`src/rtl/utf8d_pkg.sv`:
```
// utf8d_pkg: shared types and constants for the UTF-8 validating decoder.
// Used by utf8d_core, utf8_validating_decoder and utf8d_checker.
package utf8d_pkg;

	localparam int unsigned ByteW   = 8;
	localparam int unsigned ScalarW = 21;

	localparam logic [ScalarW-1:0] MaxScalar   = 21'h10FFFF;
	localparam logic [ScalarW-1:0] SurrogateLo = 21'h00D800;
	localparam logic [ScalarW-1:0] SurrogateHi = 21'h00DFFF;

	typedef enum logic [2:0] {
		ST_OK        = 3'd0,
		ST_BAD_LEAD  = 3'd1,
		ST_NO_CONT   = 3'd2,
		ST_OVERLONG  = 3'd3,
		ST_SURROGATE = 3'd4,
		ST_ABOVE_MAX = 3'd5,
		ST_TRUNCATED = 3'd6,
		ST_END_ERR   = 3'd7
	} status_t;

	typedef struct packed {
		logic                valid;
		logic [ScalarW-1:0]  value;
		status_t             status;
		logic                eos;
	} result_t;

endpackage

```
`src/rtl/utf8d_core.sv`:
```
// utf8d_core: sequence state registers and the one-byte decode/validate step.
// Depends on utf8d_pkg.
module utf8d_core (
	input  logic                          clk,
	input  logic                          arst_n,
	input  logic                          fire,
	input  logic [utf8d_pkg::ByteW-1:0]   data_byte,
	input  logic                          last_byte,
	output utf8d_pkg::result_t            res
);
	import utf8d_pkg::*;

	logic [1:0]         pending_q, pending_d;
	logic [ByteW-1:0]   lead_q, lead_d;
	logic               second_q, second_d;
	logic [ScalarW-1:0] partial_q, partial_d;
	logic               skip_q, skip_d;

	logic [ScalarW-1:0] shifted;
	logic [1:0]         pend_dec;
	status_t            sec_st;
	logic               err;
	status_t            err_st;

	assign shifted  = {partial_q[ScalarW-7:0], data_byte[5:0]};
	assign pend_dec = pending_q - 2'd1;

	always_comb begin
		sec_st = ST_OK;
		if (lead_q == 8'hE0 && data_byte < 8'hA0) begin
			sec_st = ST_OVERLONG;
		end else if (lead_q == 8'hED && data_byte > 8'h9F) begin
			sec_st = ST_SURROGATE;
		end else if (lead_q == 8'hF0 && data_byte < 8'h90) begin
			sec_st = ST_OVERLONG;
		end else if (lead_q == 8'hF4 && data_byte > 8'h8F) begin
			sec_st = ST_ABOVE_MAX;
		end
	end

	always_comb begin
		res        = '0;
		res.status = ST_OK;
		res.eos    = last_byte;
		pending_d  = pending_q;
		lead_d     = lead_q;
		second_d   = second_q;
		partial_d  = partial_q;
		skip_d     = skip_q;
		err        = 1'b0;
		err_st     = ST_OK;

		if (skip_q) begin
			if (last_byte) begin
				res.valid  = 1'b1;
				res.status = ST_END_ERR;
			end
		end else if (pending_q == 2'd0) begin
			if (data_byte <= 8'h7F) begin
				res.valid = 1'b1;
				res.value = {13'd0, data_byte};
			end else if (data_byte >= 8'hC2 && data_byte <= 8'hF4) begin
				if (last_byte) begin
					err    = 1'b1;
					err_st = ST_TRUNCATED;
				end else begin
					lead_d   = data_byte;
					second_d = 1'b1;
					if (data_byte <= 8'hDF) begin
						pending_d = 2'd1;
						partial_d = {16'd0, data_byte[4:0]};
					end else if (data_byte <= 8'hEF) begin
						pending_d = 2'd2;
						partial_d = {17'd0, data_byte[3:0]};
					end else begin
						pending_d = 2'd3;
						partial_d = {18'd0, data_byte[2:0]};
					end
				end
			end else begin
				err    = 1'b1;
				err_st = ST_BAD_LEAD;
			end
		end else if (data_byte[7:6] != 2'b10) begin
			err    = 1'b1;
			err_st = ST_NO_CONT;
		end else if (second_q && sec_st != ST_OK) begin
			err    = 1'b1;
			err_st = sec_st;
		end else begin
			second_d  = 1'b0;
			pending_d = pend_dec;
			partial_d = shifted;
			if (pend_dec == 2'd0) begin
				lead_d    = '0;
				partial_d = '0;
				if (shifted >= SurrogateLo && shifted <= SurrogateHi) begin
					err    = 1'b1;
					err_st = ST_SURROGATE;
				end else if (shifted > MaxScalar) begin
					err    = 1'b1;
					err_st = ST_ABOVE_MAX;
				end else begin
					res.valid = 1'b1;
					res.value = shifted;
				end
			end else if (last_byte) begin
				err    = 1'b1;
				err_st = ST_TRUNCATED;
			end
		end

		if (err) begin
			res.valid  = 1'b1;
			res.value  = '0;
			res.status = err_st;
			pending_d  = '0;
			lead_d     = '0;
			second_d   = 1'b0;
			partial_d  = '0;
			skip_d     = 1'b1;
		end

		// end of string returns everything to reset
		if (res.valid && last_byte) begin
			pending_d = '0;
			lead_d    = '0;
			second_d  = 1'b0;
			partial_d = '0;
			skip_d    = 1'b0;
		end
	end

	always_ff @(posedge clk or negedge arst_n) begin
		if (!arst_n) begin
			pending_q <= '0;
			lead_q    <= '0;
			second_q  <= 1'b0;
			partial_q <= '0;
			skip_q    <= 1'b0;
		end else if (fire) begin
			pending_q <= pending_d;
			lead_q    <= lead_d;
			second_q  <= second_d;
			partial_q <= partial_d;
			skip_q    <= skip_d;
		end
	end

endmodule

```
`src/rtl/utf8_validating_decoder.sv`:
```
// utf8_validating_decoder: top level; input register, decode core, result register.
// Depends on utf8d_pkg and utf8d_core.
//
// Decodes a UTF-8 string one byte per request and returns one result per
// completed scalar value, one per error, and always one on the string's last
// byte. Bytes are registered on entry, validated and folded into the sequence
// state by one level of logic, and the result is registered on exit, so one
// byte is taken every cycle while the output side keeps up. The first error
// of a string is reported once (scalar_value 0, status nonzero); the following
// bytes give no result until the last byte, which reports status 7. A string
// that ends inside a sequence reports status 6. in_stall follows out_stall in
// the same cycle when both registers are full.
module utf8_validating_decoder (
	input  logic                            clk,
	input  logic                            arst_n,
	input  logic                            in_valid,
	output logic                            in_stall,
	input  logic [utf8d_pkg::ByteW-1:0]     data_byte,
	input  logic                            last_byte,
	output logic                            out_valid,
	input  logic                            out_stall,
	output logic [utf8d_pkg::ScalarW-1:0]   scalar_value,
	output logic [2:0]                      status,
	output logic                            end_of_string
);
	import utf8d_pkg::*;

	logic             valid_s1;
	logic [ByteW-1:0] data_s1;
	logic             last_s1;
	logic             adv;
	logic             fire;
	result_t          res;
	result_t          out_s2;

	assign adv      = !out_s2.valid || !out_stall;
	assign fire     = valid_s1 && adv;
	assign in_stall = valid_s1 && !adv;

	always_ff @(posedge clk or negedge arst_n) begin
		if (!arst_n) begin
			valid_s1 <= 1'b0;
		end else if (!in_stall) begin
			valid_s1 <= in_valid;
		end
	end

	always_ff @(posedge clk) begin
		if (in_valid && !in_stall) begin
			data_s1 <= data_byte;
			last_s1 <= last_byte;
		end
	end

	utf8d_core u_core (
		.clk       (clk),
		.arst_n    (arst_n),
		.fire      (fire),
		.data_byte (data_s1),
		.last_byte (last_s1),
		.res       (res)
	);

	always_ff @(posedge clk or negedge arst_n) begin
		if (!arst_n) begin
			out_s2 <= '0;
		end else if (adv) begin
			out_s2.valid <= fire && res.valid;
			if (fire && res.valid) begin
				out_s2.value  <= res.value;
				out_s2.status <= res.status;
				out_s2.eos    <= res.eos;
			end
		end
	end

	assign out_valid     = out_s2.valid;
	assign scalar_value  = out_s2.value;
	assign status        = out_s2.status;
	assign end_of_string = out_s2.eos;

endmodule

```
`config.mk`:
```
export PLATFORM = sky130hd
export DESIGN_NAME = utf8_validating_decoder
export DESIGN_NICKNAME = d
export VERILOG_FILES = /design/src/rtl/utf8d_pkg.sv /design/src/rtl/utf8d_core.sv /design/src/rtl/utf8_validating_decoder.sv
export SDC_FILE = /design/constraint.sdc
export NUM_CORES = 1
export LEC_CHECK = 0
export ABC_AREA = 1
export BUFFER_PORTS_ARGS = -buffer_cell sky130_fd_sc_hd__clkbuf_2
export CAP_MARGIN = 20
export CORE_UTILIZATION = 55
export CTS_CLUSTER_DIAMETER = 200
export DETAILED_ROUTE_END_ITERATION = 8
export HOLD_SLACK_MARGIN = 0.08
export PLACE_DENSITY = 0.84
export RECOVER_POWER = 50
export SYNTH_ARGS = -nofsm -noshare
export SYNTH_HDL_FRONTEND = slang
export SYNTH_SLANG_ARGS = --single-unit
```
`constraint.sdc`:
```
create_clock -name clk -period 4.2 [get_ports clk]
set_clock_uncertainty 0.2 [all_clocks]
set_input_delay 0.21 -clock clk [delete_from_list [all_inputs] [get_ports clk]]
set_output_delay 0.21 -clock clk [all_outputs]
set_load 0.005 [all_outputs]
```
==> out/results.txt <==
Max-slew violations -> 0
Initial DRC count -> 172
Worst setup path startpoint -> data_s1[5]$_DFFE_PP_
Mapped Area -> 3141 sq um
HP Start -> status[1]$_DFFE_PN0P_
CTS clk-pin slew, worst paths -> 70 ps
Pin count of the biggest net entering global routing -> 55
Core area -> 5507 sq um
Crit path kind -> flip-flop to flip-flop
Syn nets -> 400
Routed wire length -> 6.903 mm
CTS tree -> built
Vias in the first global route -> 2525
Final Instance Area -> 3687 sq um
Vias per Instance -> 5.184
RSZ-0062 raised after global routing -> no
DP Area -> 3349 sq um
Async S/R FF share, synth -> 85.71%
Slowest Stage Delay on Critical Path -> 510 ps
Num ports -> 40
WP buf/inv -> 0
Fmax -> 372.9 MHz
Fin. Hold Viols -> 0
Clock tree buffer depth -> 2
Max Cap Viol -> 0
Gpl congestion -> 0.8914
VDD IR-drop max -> 0.4341 mV
Yosys warnings -> 0
Synthesis-stage register bit count -> 63
Routed WL per cell -> 13.35 microns
DRC -> 0
First-pass DRT Iterations -> 4
Hold Crit Class -> flip-flop to flip-flop
Top Family by Delay on Critical Path -> simple AND/OR/NAND/NOR gates
Count leader, synth -> nand2_1
R2R Setup Slk -> 1520 ps
Ant diodes -> 0
Crit-path cells -> nor2_1 -> nor2_1 -> nor2_1 -> nand2_2 -> nand4_2 -> nand2_4 -> nand2_1 -> nor2_1 -> nand2_1 -> nand2_1 -> nand2_2 -> nand3_4 -> nand2_4 -> nand2_1 -> nand2_1
Reg-to-reg startpoint -> data_s1[5]$_DFFE_PP_
Reg-to-Reg End -> scalar_value[6]$_DFFE_PN0P_
Slew margin rel. -> 48.85%
Fin crit period -> 2682 ps
Post-synth top area share -> 43.03%
Setup Buffers After CTS -> 0
Final #Nets -> 453
Setup crit start kind -> flip-flop
R2R cell count -> 15
Max FO, Critical Path -> 26
Initial antenna violation count -> 0
Port Buffer Count -> 39
Leak -> 0.001910 uW
Setup TNS -> 0 ps
Layout area overhead -> 17.41%
Top FF cell, synth -> dfrtp_1
Post-route ant nets -> 0
Final Cycle Share -> 63.86%
Status -> complete, no violations
Starting Density -> 57.03%
Hold path endpoint -> status[1]$_DFFE_PN0P_
Top cell type by total area after synthesis -> dfrtp_1
Final setup fails -> 0
Placed insts -> 488
Area contributors post-synth -> dfrtp_1 43%, nand2_1 17%, edfxtp_1 8.6%, nand4_1 4.2%, inv_1 3.8%
Sequential cell area fraction in the yosys report -> 51.63%
H-tree depth -> 3
Post-synth EDFFs -> 9
Die H -> 77.57 microns
CP required -> 4290 ps
Worst Setup End Kind -> flip-flop
Rows -> 27
Netlist cell types -> 29
Mapped Cells -> 387
Critical path arrival -> 2770 ps
Syn Area/Cell -> 8.115 sq um
Most used cell along the critical path -> nand2_1
Die area -> 6016 sq um
Proportion of layout cells with a drive suffix above 1 -> 15.51%
Worst path slowest cell -> edfxtp_1
Synth top cells by count -> 140 x nand2_1, 54 x dfrtp_1, 32 x inv_1
CTS sink count -> 63
Congestion Overflow GR -> 0
Die W -> 77.57 microns
CTS buffer count -> 9
Hold Crit Depth -> 2
P per Cell Area -> 579.8 nW/um^2
Vias -> 2680
Detailed Place HPWL -> 4.566 mm
Total global-route track usage -> 25.69%
Worst-skew pair later-pin latency -> 350 ps
CTS Root Cell -> clkbuf_8
Final Non-Filler Cells -> 517
Worst-Margin Slew -> 762.6 ps
First-pass GRT wire length -> 11.61 mm
[tightest hold or removal path, cell delays in order (launching register included)]
cell	delay, ps
dfrtp_1	340
nand2_1	50
nand2_1	50
[per-stage QoR]
stage               setup WS (ps)  hold slack (ps)  total power, uW  util (%)
floorplan                    2119           -285.6             1415         -
global placement             1620            170.0             1545     60.83
detailed placement           1558            175.3             1564     60.83
CTS                          1541            278.4             2146     67.14
global route                 1253            291.7             2280     66.96
finish                       1518            273.6             2138     66.96
[repair_timing]
item | CTS | global route
resized for setup | 0 | 0
hold buffers | 13 | 0
endpoints found under the hold margin | 65 | 0
setup endpoints to repair | 0 | 0
[layer usage]
| metal | GRT usage (%) | share of wire (%) | up-vias |
|---|---|---|---|
| li1 | - | - | 1361 |
| met1 | 32.76 | 46 | 1232 |
| met2 | 41.50 | 47 | 74 |
| met3 | 8.588 | 5.4 | 13 |
| met4 | 7.736 | 1.8 | 0 |
| met5 | 0 | 0 | - |
[cell families after synthesis]
family | count (synthesis) | share of synthesized area [%]
AND/OR/NAND/NOR | 231 | 33.74
flip-flops | 63 | 51.63
buffers and inverters | 49 | 7.331
AO/OA/AOI/OAI | 44 | 7.291
[power by group]
group          leakage, uW  total (uW)  switching [uW]  internal, uW
clock             0.000108         567             241           326
combinational     0.000983         719             506           214
sequential        0.000819         852            97.9           754
[worst max path at each step]
stage,end,depth (start not counted)
final,scalar_value[6]$_DFFE_PN0P_,15
after detailed placement,status[2]$_DFFE_PN0P_,15
after CTS,status[2]$_DFFE_PN0P_,15
after floorplan,scalar_value[12]$_DFFE_PN0P_,15
after global placement,scalar_value[16]$_DFFE_PN0P_,15
after global routing,scalar_value[16]$_DFFE_PN0P_,15
[flip-flops by register name (all words and copies together) (netlist names)]
signal and count:
data_s1 8, end_of_string 1, last_s1 1, out_valid 1, scalar_value 21, status 3
u_core.lead_q 8, u_core.partial_q 15, u_core.pending_q 2, u_core.second_q 1, u_core.skip_q 1, valid_s1 1
[area by class of cell]
type	count	area, sq um
fill	466	1819
sequential	63	1622
multi-input combinational	275	1289
timing repair buffer	54	330.3
clock buffer	12	166.4
inverter	37	138.9
tap	72	90.09
clock inverter	4	51.30
[placed cells by master, fill, tap and decap left out, drive strengths merged, types with 2 or more instances in the layout]
| cell | n |
|---|---|
| nor2 | 34 |
| clkbuf | 51 |
| dlygate4sd3 | 13 |
| a21oi | 8 |
| buf | 2 |
| nand4 | 23 |
| nor3 | 2 |
| clkinv | 5 |
| nand3 | 23 |
| dfrtp | 54 |
| nand2 | 147 |
| edfxtp | 9 |
| inv | 34 |
| o21ai | 34 |
(Power assumes the default switching activity.)
